$ cat config.mk
export PLATFORM = sky130hd
export DESIGN_NAME = hurf_queue
export DESIGN_NICKNAME = d
export VERILOG_FILES = /design/src/rtl/core/hurf_queue.sv
export SDC_FILE = /design/constraint.sdc
export NUM_CORES = 1
export LEC_CHECK = 0
export BUFFER_PORTS_ARGS = -buffer_cell sky130_fd_sc_hd__buf_4
export CORE_MARGIN = 2
export CORE_UTILIZATION = 50
export CTS_BUF_LIST = sky130_fd_sc_hd__clkbuf_2 sky130_fd_sc_hd__clkbuf_4 sky130_fd_sc_hd__clkbuf_8
export DETAILED_ROUTE_END_ITERATION = 12
export GPL_ROUTABILITY_DRIVEN = 0
export GPL_TIMING_DRIVEN = 0
export PLACE_DENSITY = 0.75
export SKIP_CTS_REPAIR_TIMING = 1
export SLEW_MARGIN = 40
export SYNTH_ARGS = -nofsm -noshare
export SYNTH_HDL_FRONTEND = slang
export SYNTH_SLANG_ARGS = --single-unit
$ cat constraint.sdc
create_clock -name clk -period 2.6 [get_ports clk]
set_input_delay 0.39 -clock clk [delete_from_list [all_inputs] [get_ports clk]]
set_output_delay 0.39 -clock clk [all_outputs]
set_load 0.1 [all_outputs]
$ cat src/rtl/core/hurf_queue.sv
// hurf_queue: two-entry transaction queue between the front and back parts
// depends on nothing but its WIDTH parameter
module hurf_queue #(
	parameter int WIDTH = 8
) (
	input  logic             clk,
	input  logic             arst_n,
	input  logic             push,
	input  logic [WIDTH-1:0] wr_data,
	input  logic             pop,
	output logic [WIDTH-1:0] rd_data,
	output logic             full,
	output logic             empty
);

	logic [WIDTH-1:0] mem_q [2];
	logic             wr_ptr_q;
	logic             rd_ptr_q;
	logic [1:0]       cnt_q;

	assign full    = (cnt_q == 2'd2);
	assign empty   = (cnt_q == 2'd0);
	assign rd_data = mem_q[rd_ptr_q];

	always_ff @(posedge clk or negedge arst_n) begin
		if (!arst_n) begin
			wr_ptr_q <= 1'b0;
			rd_ptr_q <= 1'b0;
			cnt_q    <= 2'd0;
			mem_q[0] <= '0;
			mem_q[1] <= '0;
		end else begin
			if (push) begin
				mem_q[wr_ptr_q] <= wr_data;
				wr_ptr_q        <= ~wr_ptr_q;
			end
			if (pop)
				rd_ptr_q <= ~rd_ptr_q;
			if (push && !pop)
				cnt_q <= cnt_q + 2'd1;
			else if (pop && !push)
				cnt_q <= cnt_q - 2'd1;
		end
	end

endmodule

After elaboration in Yosys (flattened, before gate mapping)
Index checks and enable logic that the tools add are counted.
- output and inout port bits: 10
- word-level logic and storage cells: 30
- bits of input ports: 12
- flip-flop bits (word level): 20
- $lt $le $gt $ge: 3
- muxes and demuxes: 8
- reduce and logical (&&, ||, !) cells: 7
- add/sub/neg operators: 2
- bitwise logic cells: 4
- equality and inequality tests: 1
- operator list (operator ; number):
    $mux W8 ; 4
    $bwmux W16 ; 1
    $demux W8 S1 ; 1
    $ge A2 B2 Y1 const B ; 2
    $mux W2 ; 2
    $not A1 Y2 ; 2
    $logic_and A1 B1 Y1 ; 3
    $add A2 B1 Y2 const B ; 1
    $eq A2 B2 Y1 const B ; 1
    $logic_not A1 Y1 ; 2
    $logic_not A2 Y1 ; 1
    $lt A2 B1 Y1 const B ; 1
    $not A1 Y1 ; 2
    $reduce_bool A2 Y1 ; 1
    $sub A2 B1 Y2 const B ; 1

Depth between registers and ports, before layout
- depth in word-level cells: 6
- depth in mapped cells: 5
- gate-level depth less buffers: 5

Worst setup path before layout
OpenSTA, ideal clock, no wires.
- path type: register -> output
- start: reg cnt_q[0]
- end: out full
- setup slack: 0.457 ns
- arrival: 1.753 ns
- path buffers: 0
- stages on the path, launching flop included: 2
- required time: 2.210 ns
- cells stage by stage: dfrtp_1 nor2b_1
- longest elaborated chain between the ends: 1
- ends and longest elaborated chain (what ; line ; text):
    start: declaration ; 19 ; logic [1:0] cnt_q;
    start signal: assignment ; 40 ; cnt_q <= cnt_q + 2'd1;
    start signal: assignment ; 42 ; cnt_q <= cnt_q - 2'd1;
    $eq A2 B2 Y1 ; 21 ; assign full = (cnt_q == 2'd2);
    end: declaration ; 12 ; output logic full,
Every way passes these cells.

Final worst setup path
- start: reg rd_ptr_q
- end: out rd_data[4]
- longest elaborated chain between the ends: 4
- ends and longest elaborated chain (what ; line ; text):
    start: declaration ; 18 ; logic rd_ptr_q;
    start signal: assignment ; 38 ; rd_ptr_q <= ~rd_ptr_q;
    $not A1 Y2 (not written as such) ; 23 ; assign rd_data = mem_q[rd_ptr_q];
    $mux W8 (not written as such) (3 in a row) ; 23 ;
    end: declaration ; 11 ; output logic [WIDTH-1:0] rd_data,
Every way passes these cells. The select of a mux whose other input is x is not followed.

==> metrics.txt <==
setup violators final=0; max incr delay on CP=0.37 ns; HP Start=pop; # rows=15; status=complete, no violations; Post-Syn Area=906 um^2; Final Hold Fails=0; Distinct cells, synth=13; gr ovfl total=0; RSZ-0062 raised after global routing=false; Setup crit end kind=primary output; Final ANT Viol Nets=0; CTS tree=built; CP Max Fanout=9; Die Y=around 47 um; worst setup path class=register to primary output; initial core utilization=around 53%; Clock Latency Late Sink=approximately 0.30 ns; vias=~520; Synthesis Warnings=0; Period Utilization, post-route=a little under three quarters; sequential area share after synthesis=roughly 55%; count leader, synth=dfrtp_1; area grow syn2layout=26.0%; Main synth FF type=dfrtp_1; slowest stage cell on the critical path=mux2_2; Async SR Flop Fraction=100%; Core Area=approximately 1700 um^2; drt pass-1 iters=3; DRC violations left=0; Startpoint Class=register; reg2reg path depth=3; Place WS=between 1 and 1.5 ns; I/O pin count=22; fmax=around 0.54 GHz; layout cells sized above 1=a little over three fifths; Slew Viols, Final=0; EDFF count, synth=0; final net count=98; final worst slack=between 0.7 and 0.8 ns; setup_tns=0 ns; CTS Buf Count=3; Syn Area/Cell=15.6 um^2; first-pass GRT wire length=between 2000 and 2500 um; area of the die=2170 um^2; Buffers on Ports=21; initial antenna violation count=0; Post-synth top cells=dfrtp_1 (20), mux2_2 (16), mux2_4 (8); synth top area cells=dfrtp_1 (55%), mux2_2 (20%), mux2_4 (13%), xor2_1 (3.9%), ha_1 (1.4%); Root Driver=clkbuf_4; post-layout util=between 60 and 70%; Worst Skew=around 0.004 ns; clock transition at the registers of the reported paths=between 0.1 and 0.15 ns; Yosys reg bits=20; Hold Slack=0.259 ns; syn_nets=71; Hold Path Class=primary input to register; via/cell ratio=approximately 4.8; Synth top area share=55.2%; Clock Path Buffers=2; clk sink count=20; vias in the first global route=roughly 520; WP data required=2.21 ns; CP Capture Point=rd_data[4]; H-tree levels=1; Synth area leader=dfrtp_1; Total Routed Length=1470 um; flop2flop setup slack=approximately 1.4 ns; Worst Setup SP=rd_ptr_q; overall global routing resource usage=between 10% and 20%; Iter 0 DRT Violations=2; cells along the critical path=buf_2 -> mux2_2 -> buf_4; slew of the pin with the lowest slew margin=about 0.28 ns; start of the worst register-to-register path=wr_ptr_q; drt wl/cell=13.5 um; Final Critical Period=approximately 1.8 ns; ant diodes=0; worst flop-to-flop path endpoint=mem_q[10]; Synth Instances=58; largest net degree at the start of global routing=21; max cap viols=0; Worst Path Arrival=around 1.5 ns; max_slew headroom=between 80% and 90%; die span in x=46.6 um
## worst min path at each step
| stage | end | slack, ns | cells after the start |
|---|---|---|---|
| final | rd_ptr_q | 0.26 | 2 |
| after global routing | rd_ptr_q | 0.25 | 2 |
| after CTS | mem_q[6] | -0.06 | 1 |
| after detailed placement | mem_q[4] | 0.28 | 1 |
| after global placement | mem_q[4] | 0.28 | 1 |
| after floorplan | cnt_q[0] | 0.09 | 0 |
## worst max-delay path: cells and delay by family, from the launching register on
kind | cells | cell delay [ns]
DFF | 1 | 0.33
buffers and inverters | 2 | 0.46
muxes | 1 | 0.37
## layer usage
layer,track usage [%],part of all wire (%)
met1,21.2,43
met2,23.3,50
met3,4.71,5.2
met4,10.3,2.1
met5,0,0
## state kept, by name (all words and copies together) (netlist names)
register	count
rd_ptr_q	1
wr_ptr_q	1
cnt_q	2
mem_q	16
## cell type report
cell class | instances | area [um^2]
Buffer | 2 | 16.3
Sequential cell | 20 | 500
Inverter | 1 | 3.75
Fill cell | 138 | 567
Clock buffer | 4 | 36.3
Timing Repair Buffer | 22 | 168
Tap cell | 25 | 31.3
Multi-Input combinational cell | 35 | 385
## through the flow
stage	cell area [um^2]	instances
4_1_cts	1130	108
5_1_grt	1140	109
3_3_place_gp	1090	104
3_5_place_dp	1090	104
2_1_floorplan	906	58
6_report	1140	109
## cells in the final DEF, fill, tap and decap left out
cell type and n:
buf_4 21, dfrtp_1 20, mux2_2 16, mux2_4 8, xor2_1 4, clkbuf_4 3
nor2_1 2, buf_2 1, inv_1 1, nor2b_1 1, nor2b_2 1, buf_6 1
nand2_2 1, xnor2_1 1, ha_1 1, clkbuf_8 1, dlygate4sd3_1 1
## logic make-up after synthesis
group	after synthesis	synth area share, %
multiplexers	24	33.1
buffers and inverters	3	2.21
AND/OR/NAND/NOR	5	3.18
flip-flops	20	55.2
XOR/XNOR	5	4.83
adder cells (fa/ha/maj)	1	1.38
Power is not shown: default switching activity piles up to over one toggle a cycle in this logic, so the estimate is an artifact.
