[config.mk]
export PLATFORM = sky130hd
export DESIGN_NAME = hurf_front
export DESIGN_NICKNAME = d
export VERILOG_FILES = /design/src/rtl/core/hurf_pkg.sv /design/src/rtl/core/hurf_front.sv
export SDC_FILE = /design/constraint.sdc
export NUM_CORES = 1
export LEC_CHECK = 0
export BUFFER_PORTS_ARGS = -buffer_cell sky130_fd_sc_hd__buf_2
export CAP_MARGIN = 20
export CORE_ASPECT_RATIO = 1.2
export CORE_MARGIN = 1
export CORE_UTILIZATION = 51
export CTS_BUF_LIST = sky130_fd_sc_hd__clkbuf_2 sky130_fd_sc_hd__clkbuf_4 sky130_fd_sc_hd__clkbuf_8
export CTS_CLUSTER_DIAMETER = 30
export DETAILED_ROUTE_END_ITERATION = 10
export GPL_TIMING_DRIVEN = 0
export PLACE_DENSITY = 0.94
export RECOVER_POWER = 100
export SYNTH_ARGS = -nofsm -noshare
export SYNTH_HDL_FRONTEND = slang
export SYNTH_SLANG_ARGS = --single-unit
[constraint.sdc]
create_clock -name clk -period 4.3 [get_ports clk]
set_clock_uncertainty 0.1 [all_clocks]
set_input_delay 0.86 -clock clk [delete_from_list [all_inputs] [get_ports clk]]
set_output_delay 0.86 -clock clk [all_outputs]
set_load 0.05 [all_outputs]
[src/rtl/core/hurf_pkg.sv]
// hurf_pkg: shared constants, codes and helper functions of the url rule filter
// no dependencies; imported by every module of the block but hurf_queue
package hurf_pkg;

	localparam int DEF_MAX_RULES    = 16;
	localparam int DEF_SITE_BYTES   = 64;
	localparam int DEF_FOLDER_BYTES = 64;
	localparam int DEF_PACKET_BYTES = 2048;

	localparam logic [15:0] PLAIN_PORT = 16'd80;

	localparam logic [2:0] KIND_PKT    = 3'd0;
	localparam logic [2:0] KIND_SITE   = 3'd1;
	localparam logic [2:0] KIND_FOLDER = 3'd2;
	localparam logic [2:0] KIND_COMMIT = 3'd3;
	localparam logic [2:0] KIND_CLEAR  = 3'd4;

	localparam logic [2:0] REASON_NOT_HTTP = 3'd0;
	localparam logic [2:0] REASON_MET      = 3'd1;
	localparam logic [2:0] REASON_FAILED   = 3'd2;
	localparam logic [2:0] REASON_NO_SITE  = 3'd3;
	localparam logic [2:0] REASON_STORED   = 3'd4;
	localparam logic [2:0] REASON_FULL     = 3'd5;

	localparam logic [1:0] MTH_GET  = 2'd0;
	localparam logic [1:0] MTH_POST = 2'd1;
	localparam logic [1:0] MTH_HEAD = 2'd2;

	typedef struct packed {
		logic       decide;
		logic       cut;
		logic       excl;
		logic [2:0] reason;
		logic [3:0] idx;
	} job_ctl_t;

	function automatic logic [7:0] method_byte(input logic [1:0] m, input logic [2:0] k);
		logic [39:0] w;
		case (m)
			MTH_GET:  w = {"GET ", 8'h00};
			MTH_POST: w = "POST ";
			MTH_HEAD: w = "HEAD ";
			default:  w = '0;
		endcase
		return (k < 3'd5) ? w[39 - 8 * k -: 8] : 8'h00;
	endfunction

	function automatic logic [15:0] pow10(input logic [2:0] i);
		case (i)
			3'd0:    return 16'd10000;
			3'd1:    return 16'd1000;
			3'd2:    return 16'd100;
			3'd3:    return 16'd10;
			default: return 16'd1;
		endcase
	endfunction

endpackage

[src/rtl/core/hurf_front.sv]
// hurf_front: accepts input transactions, keeps the fill counters and rule count,
// issues store writes and queues decide and commit jobs; uses hurf_pkg
module hurf_front
	import hurf_pkg::*;
#(
	parameter int MAX_RULES    = DEF_MAX_RULES,
	parameter int SITE_BYTES   = DEF_SITE_BYTES,
	parameter int FOLDER_BYTES = DEF_FOLDER_BYTES,
	parameter int PACKET_BYTES = DEF_PACKET_BYTES,
	localparam int PL_W = $clog2(PACKET_BYTES + 1),
	localparam int PA_W = $clog2(PACKET_BYTES),
	localparam int RC_W = $clog2(MAX_RULES + 1),
	localparam int RW   = (MAX_RULES > 1) ? $clog2(MAX_RULES) : 1,
	localparam int SLW  = $clog2(SITE_BYTES + 1),
	localparam int FLW  = $clog2(FOLDER_BYTES + 1),
	localparam int SA_W = $clog2(MAX_RULES * SITE_BYTES),
	localparam int FA_W = $clog2(MAX_RULES * FOLDER_BYTES)
) (
	input  logic            clk,
	input  logic            arst_n,
	input  logic            in_valid,
	output logic            in_stall,
	input  logic [2:0]      kind,
	input  logic [7:0]      data_byte,
	input  logic [15:0]     port_number,
	input  logic            last,
	input  logic            cfg_wr_en,
	input  logic            cfg_wr_data,
	input  logic            back_done,
	input  logic            q_full,
	output logic            q_push,
	output job_ctl_t        q_ctl,
	output logic [PL_W-1:0] q_len,
	output logic [RC_W-1:0] q_rc,
	output logic            pkt_we,
	output logic [PA_W-1:0] pkt_waddr,
	output logic [7:0]      str_wdata,
	output logic            site_we,
	output logic [SA_W-1:0] site_waddr,
	output logic            folder_we,
	output logic [FA_W-1:0] folder_waddr,
	output logic            rule_we,
	output logic [RW-1:0]   rule_waddr,
	output logic [15:0]     rule_wport,
	output logic [SLW-1:0]  rule_wslen,
	output logic [FLW-1:0]  rule_wflen
);

	logic [PL_W-1:0] pkt_len_q;
	logic            cut_q;
	logic [RC_W-1:0] rc_q;
	logic [SLW-1:0]  cur_slen_q;
	logic [FLW-1:0]  cur_flen_q;
	logic            excl_q;
	logic            busy_q;

	logic acc;
	logic room;
	logic pkt_room;
	logic site_room;
	logic folder_room;

	assign in_stall    = busy_q | q_full;
	assign acc         = in_valid & ~in_stall;
	assign room        = (rc_q < RC_W'(MAX_RULES));
	assign pkt_room    = (pkt_len_q < PL_W'(PACKET_BYTES));
	assign site_room   = (cur_slen_q < SLW'(SITE_BYTES));
	assign folder_room = (cur_flen_q < FLW'(FOLDER_BYTES));

	assign pkt_we       = acc && (kind == KIND_PKT) && pkt_room;
	assign pkt_waddr    = PA_W'(pkt_len_q);
	assign str_wdata    = data_byte;
	assign site_we      = acc && (kind == KIND_SITE) && (data_byte != 8'h00) && room && site_room;
	assign folder_we    = acc && (kind == KIND_FOLDER) && (data_byte != 8'h00) && room
		&& folder_room;
	assign site_waddr   = SA_W'(rc_q) * SA_W'(SITE_BYTES) + SA_W'(cur_slen_q);
	assign folder_waddr = FA_W'(rc_q) * FA_W'(FOLDER_BYTES) + FA_W'(cur_flen_q);
	assign rule_we      = acc && (kind == KIND_COMMIT) && room;
	assign rule_waddr   = RW'(rc_q);
	assign rule_wport   = port_number;
	assign rule_wslen   = cur_slen_q;
	assign rule_wflen   = cur_flen_q;

	assign q_push = acc && (((kind == KIND_PKT) && last) || (kind == KIND_COMMIT));
	assign q_len  = pkt_room ? (pkt_len_q + PL_W'(1)) : pkt_len_q;
	assign q_rc   = rc_q;

	always_comb begin
		q_ctl.decide = (kind == KIND_PKT);
		q_ctl.cut    = (kind == KIND_PKT) ? (cut_q | ~pkt_room) : cut_q;
		q_ctl.excl   = excl_q;
		q_ctl.reason = room ? REASON_STORED : REASON_FULL;
		q_ctl.idx    = room ? 4'(rc_q) : 4'd0;
	end

	always_ff @(posedge clk or negedge arst_n) begin
		if (!arst_n) begin
			pkt_len_q  <= '0;
			cut_q      <= 1'b0;
			rc_q       <= '0;
			cur_slen_q <= '0;
			cur_flen_q <= '0;
			excl_q     <= 1'b0;
			busy_q     <= 1'b0;
		end else begin
			if (cfg_wr_en)
				excl_q <= cfg_wr_data;
			if (back_done)
				busy_q <= 1'b0;
			if (acc) begin
				case (kind)
					KIND_PKT: begin
						if (pkt_room)
							pkt_len_q <= pkt_len_q + PL_W'(1);
						else
							cut_q <= 1'b1;
						if (last) begin
							pkt_len_q <= '0;
							cut_q     <= 1'b0;
							busy_q    <= 1'b1;
						end
					end
					KIND_SITE: begin
						if (data_byte != 8'h00) begin
							if (room && site_room)
								cur_slen_q <= cur_slen_q + SLW'(1);
							else
								cut_q <= 1'b1;
						end
					end
					KIND_FOLDER: begin
						if (data_byte != 8'h00) begin
							if (room && folder_room)
								cur_flen_q <= cur_flen_q + FLW'(1);
							else
								cut_q <= 1'b1;
						end
					end
					KIND_COMMIT: begin
						if (room) begin
							rc_q       <= rc_q + RC_W'(1);
							cur_slen_q <= '0;
							cur_flen_q <= '0;
						end
						cut_q <= 1'b0;
					end
					KIND_CLEAR: begin
						rc_q       <= '0;
						cur_slen_q <= '0;
						cur_flen_q <= '0;
						cut_q      <= 1'b0;
					end
					default: ;
				endcase
			end
		end
	end

endmodule

After elaboration in Yosys (flattened, before gate mapping)
Cells that the tools add are included.
{"block": "op_classes", "n_eq_ne": 12, "reduce_logical": 29, "mux": 25, "n_bitwise": 5, "magnitude_cmp": 4, "addsub": 6}
{"operator": "7-bit case mux with 3 select lines", "count": 2}
{"operator": "7-bit two-way mux", "count": 5}
{"operator": "12-bit two-way mux", "count": 2}
{"operator": "10-bit by 7-bit adder with 10-bit output", "count": 2}
{"operator": "1-bit logical AND", "count": 16}
{"operator": "7-bit by 1-bit adder with 7-bit output (second input constant)", "count": 2}
{"operator": "7-bit < comparator (second input constant)", "count": 2}
{"operator": "12-bit by 1-bit adder with 12-bit output (second input constant)", "count": 1}
{"operator": "12-bit < comparator (second input constant)", "count": 1}
{"operator": "1-bit two-way mux", "count": 12}
{"operator": "5-bit case mux with 2 select lines", "count": 1}
{"operator": "5-bit AND reduction", "count": 2}
{"operator": "2-bit != test (second input constant)", "count": 4}
{"operator": "8-bit nonzero test", "count": 1}
{"operator": "7-bit AND reduction", "count": 1}
{"operator": "3-bit by 2-bit == test with 1-bit output (second input constant)", "count": 2}
{"operator": "2-bit by 1-bit != test with 1-bit output (second input constant)", "count": 3}
{"operator": "3-bit nonzero test", "count": 2}
{"operator": "5-bit by 1-bit adder with 5-bit output (second input constant)", "count": 1}
{"operator": "5-bit < comparator (second input constant)", "count": 1}
{"operator": "5-bit two-way mux", "count": 1}
{"operator": "4-bit two-way mux", "count": 1}
{"operator": "1-bit case mux with 4 select lines", "count": 1}
{"operator": "4-bit nonzero test", "count": 1}
{"operator": "12 further kinds", "count": 14}
{"block": "word_totals", "out_inout_bits": 106, "wordCells": 88, "ff_bits": 34, "in_bits": 35}

Logic depth before layout (Yosys ltp)
{"block": "depth", "word_depth": 7, "depth_mapped": 7, "mapped_depth_nobuf": 5}

Worst setup path before layout
No wires, ideal clock.
{"block": "synth_timing", "path_type": "input port to output port", "startpoint": "in kind[0]", "endpoint": "out pkt_we", "arrival_ps": 2911, "path_stages": 5, "setup_slack_ps": 429, "required_ps": 3340, "n_path_buf": 2, "path_cell_list": "buf_6 -> nor3_2 -> nand2_1 -> clkbuf_1 -> nor2_1"}
{"element": "start: declaration", "line": "hurf_front.sv:23", "text": "input logic [2:0] kind,"}
{"element": "end: declaration", "line": "hurf_front.sv:35", "text": "output logic pkt_we,"}

Worst setup path after layout
{"block": "layout_timing", "startpoint": "in kind[0]", "endpoint": "out pkt_we"}
{"block": "layout_between", "elab_chain_cells": 3}
{"element": "3-bit logical NOT", "line": "hurf_front.sv:70", "text": "assign pkt_we = acc && (kind == KIND_PKT) && pkt_room;"}
{"element": "1-bit logical AND (2 in a row)", "line": "hurf_front.sv:70"}
Every way passes these cells.

==> results.cfg <==
[run_status]
status = complete, but fails checks
failed_checks = capacitance limit, slew limit

[finish]
area_delta_synth_final_pct = 22.9
fill_cells = 463
nets = 462
seqCellArea_sq_um = 851
design_area_sq_um = 3270
multi_input_area_sq_um = 1290
drive_above_1_share_pct = 22.6
fin_cells = 480
diodes = 0

[drt]
via_per_inst = 5.19
postRouteAntennaNets = 0
vias = 2493
routedWlPerCell_um = 13.3
wirelength_um = 6360
first_pass_iters = 4
drt_iter0_drc = 143
drc = 0

[floorplanning]
die_x_um = 67.9
die_area_sq_um = 5510
rows = 28
die_y_um = 81.1
initial_core_util_pct = 53.5
ios = 141
fp.coreArea_sq_um = 4970

[worst_setup_path]
end_kind = output pin
start_kind = input pin
path_class = in -> out
critPathMaxFanout = 10
worstPathRequired_ns = 3.34
crit_arrival_ns = 2.57

[cts]
cts-root-buf = clkbuf_8
clk_latency_ns = 0.28
cts.sink_count = 34
clk_pin_slew_worst_paths_ns = 0.07
ctsHtreeMaxLevel = 2
post_cts_resized = 0
post_cts_buffers = 0
hold_buffers = 0
tritoncts = built
cts_buffers = 5
cts_buffer_depth = 2

[global_routing]
grt.total_usage_pct = 23.3
overflow = 0
grt_pass1_wl_um = 9780
antenna_found_initial = 0
grt_max_degree = 35
first_global_vias = 2160

[timing]
fmax_mhz = 284
maxSlewViolCount = 35
slew_headroom_pct = -24.0
tightest_slew_ns = 1.86
fin_tns_setup_ns = 0
finalHoldViolations = 0
setup_slack_ns = 0.773
grt_setup_unrepaired = no
fin_crit_sh_pct = 82.0
setup_viol = 0
period_needed_ns = 3.53

[place]
place_congestion = 0.834
place_area_sq_um = 3340
placedCellCount = 472
dpl_worst_slack_ns = 1.09
numPortBuffers = 121
hpwl_um = 4960

[pwr]
power.clock.fraction_pct = 22.5
power_mw = 1.10
p_sw_share_pct = 46.0
pwr-share-comb_pct = 43.2
ir_drop_mv = 0.338
power_frac_seq_pct = 34.3
intPower_mw = 0.595
leakagePower_nw = 1.51
power.density_nw_per_um2 = 337
switching_power_mw = 0.508

[synthesis]
ys_dominant_reg_cell = dfrtp_1
ys_seq_area_share_pct = 32.0
synth.distinct_cells = 55
async_flop_share_pct = 100
synth_area_per_cell_sq_um = 9.15
yosysMostFrequentCell = buf_4
synth_edf_count = 0
netlist_area_sq_um = 2660
synthCells = 291
ys_warn_count = 0
synth_top_cells_by_count = buf_4 (58), dfrtp_1 (34), nand2_1 (29)
netlist_top_cells_area = dfrtp_1 (32%), buf_4 (16%), nand2_1 (4.1%), ha_1 (3.8%), a22o_1 (3.3%)
synth_top_area_cell = dfrtp_1
syn_nets = 334
synth_top_area_share_pct = 32.0
ys_ff_latch = 34

[hold_path]
holdCritPathClass = reg -> reg

[job]
max_cap_violations = 1
layout by cell type (no fill, tap or decap), types with 2 or more instances in the layout:
master	Yosys	layout
ha_1	8	8
nor3_1	6	7
clkbuf_1	4	112
xnor2_1	7	7
o211ai_1	1	2
mux2i_1	8	8
nor4b_1	3	3
buf_2	1	17
nor4_1	8	8
nor2b_1	4	4
conb_1	2	2
dfrtp_1	34	34
buf_4	58	56
nor3b_1	4	4
a22o_1	10	10
nand2b_1	11	11
nand2_1	29	29
nand4_1	3	3
nor2_1	12	12
a21oi_1	2	2
inv_1	6	6
xor2_1	6	6
or3_1	4	5
and3_1	4	4
clkbuf_8	0	6
nand3_1	9	9
nor3b_4	2	2
mux2_2	5	5
o21ai_0	11	11
critical path, stage by stage:
cell,delay [ns]
clkbuf_1,0.14
clkbuf_1,0.25
nor3_1,0.42
nand2_1,0.23
clkbuf_1,0.27
nor2_1,0.12
buf_2,0.27
cell families after synthesis:
kind of cell | after synthesis | share of synthesized area, %
mux | 14 | 5.69
simple gates | 112 | 24.4
other cells | 2 | 0.282
fa+ha+maj | 9 | 4.14
xor+xnor | 13 | 4.28
compound gates | 36 | 10.4
buf+inv | 71 | 18.8
flops | 34 | 32.0
stage by stage:
step                      hold slack, ns  util, %
final                              0.428     65.8
after global routing               0.447     65.8
after CTS                          0.429     69.1
after detailed placement           0.413     67.2
after global placement             0.400     67.2
after floorplan                    0.381        -
state kept, by name, indices dropped and copies added, names as in the netlist:
register    count
excl_q          1
cut_q           1
q_rc            5
busy_q          1
pkt_len_q      12
rule_wslen      7
rule_wflen      7
per-layer routing:
metal	GRT usage, %	vias up	share of wire, %
li1	-	1217	-
met1	27.1	1171	39
met2	41.3	103	54
met3	5.06	2	6.7
met4	7.50	0	0.27
met5	0	-	0
final timing paths:
check,startpoint,end,slack [ns],cells past startpoint
worst min-delay path,excl_q$_DFFE_PN0P_,excl_q$_DFFE_PN0P_,0.43,1
worst max-delay path,kind[0],pkt_we,0.77,7
worst max register to register,q_rc[4]$_DFFE_PN0P_,rule_wflen[4]$_DFFE_PN0P_,1.77,7
max in group asynchronous,arst_n,pkt_len_q[4]$_DFFE_PN0P_,2.04,1
worst min register to register,excl_q$_DFFE_PN0P_,excl_q$_DFFE_PN0P_,0.43,1
min in group asynchronous,arst_n,q_rc[3]$_DFFE_PN0P_,0.97,1
power by group through the flow:
stage                     registers [mW]  logic, mW  clock network (mW)
after floorplan                    0.428      0.353                   0
final                              0.378      0.476               0.248
after CTS                          0.377      0.502               0.254
after global routing               0.382      0.500               0.273
after detailed placement           0.383      0.502                   0
after global placement             0.381      0.491                   0
area by class of cell:
| type | count | area share (%) |
|---|---|---|
| clock buffer | 7 | 2.75 |
| inverter | 6 | 0.688 |
| sequential | 34 | 26.0 |
| tap | 60 | 2.29 |
| timing repair buffer | 121 | 14.5 |
| buffer | 65 | 14.1 |
| multi-input combinational | 186 | 39.5 |
| clock inverter | 1 | 0.153 |
(Power assumes the default switching activity.)
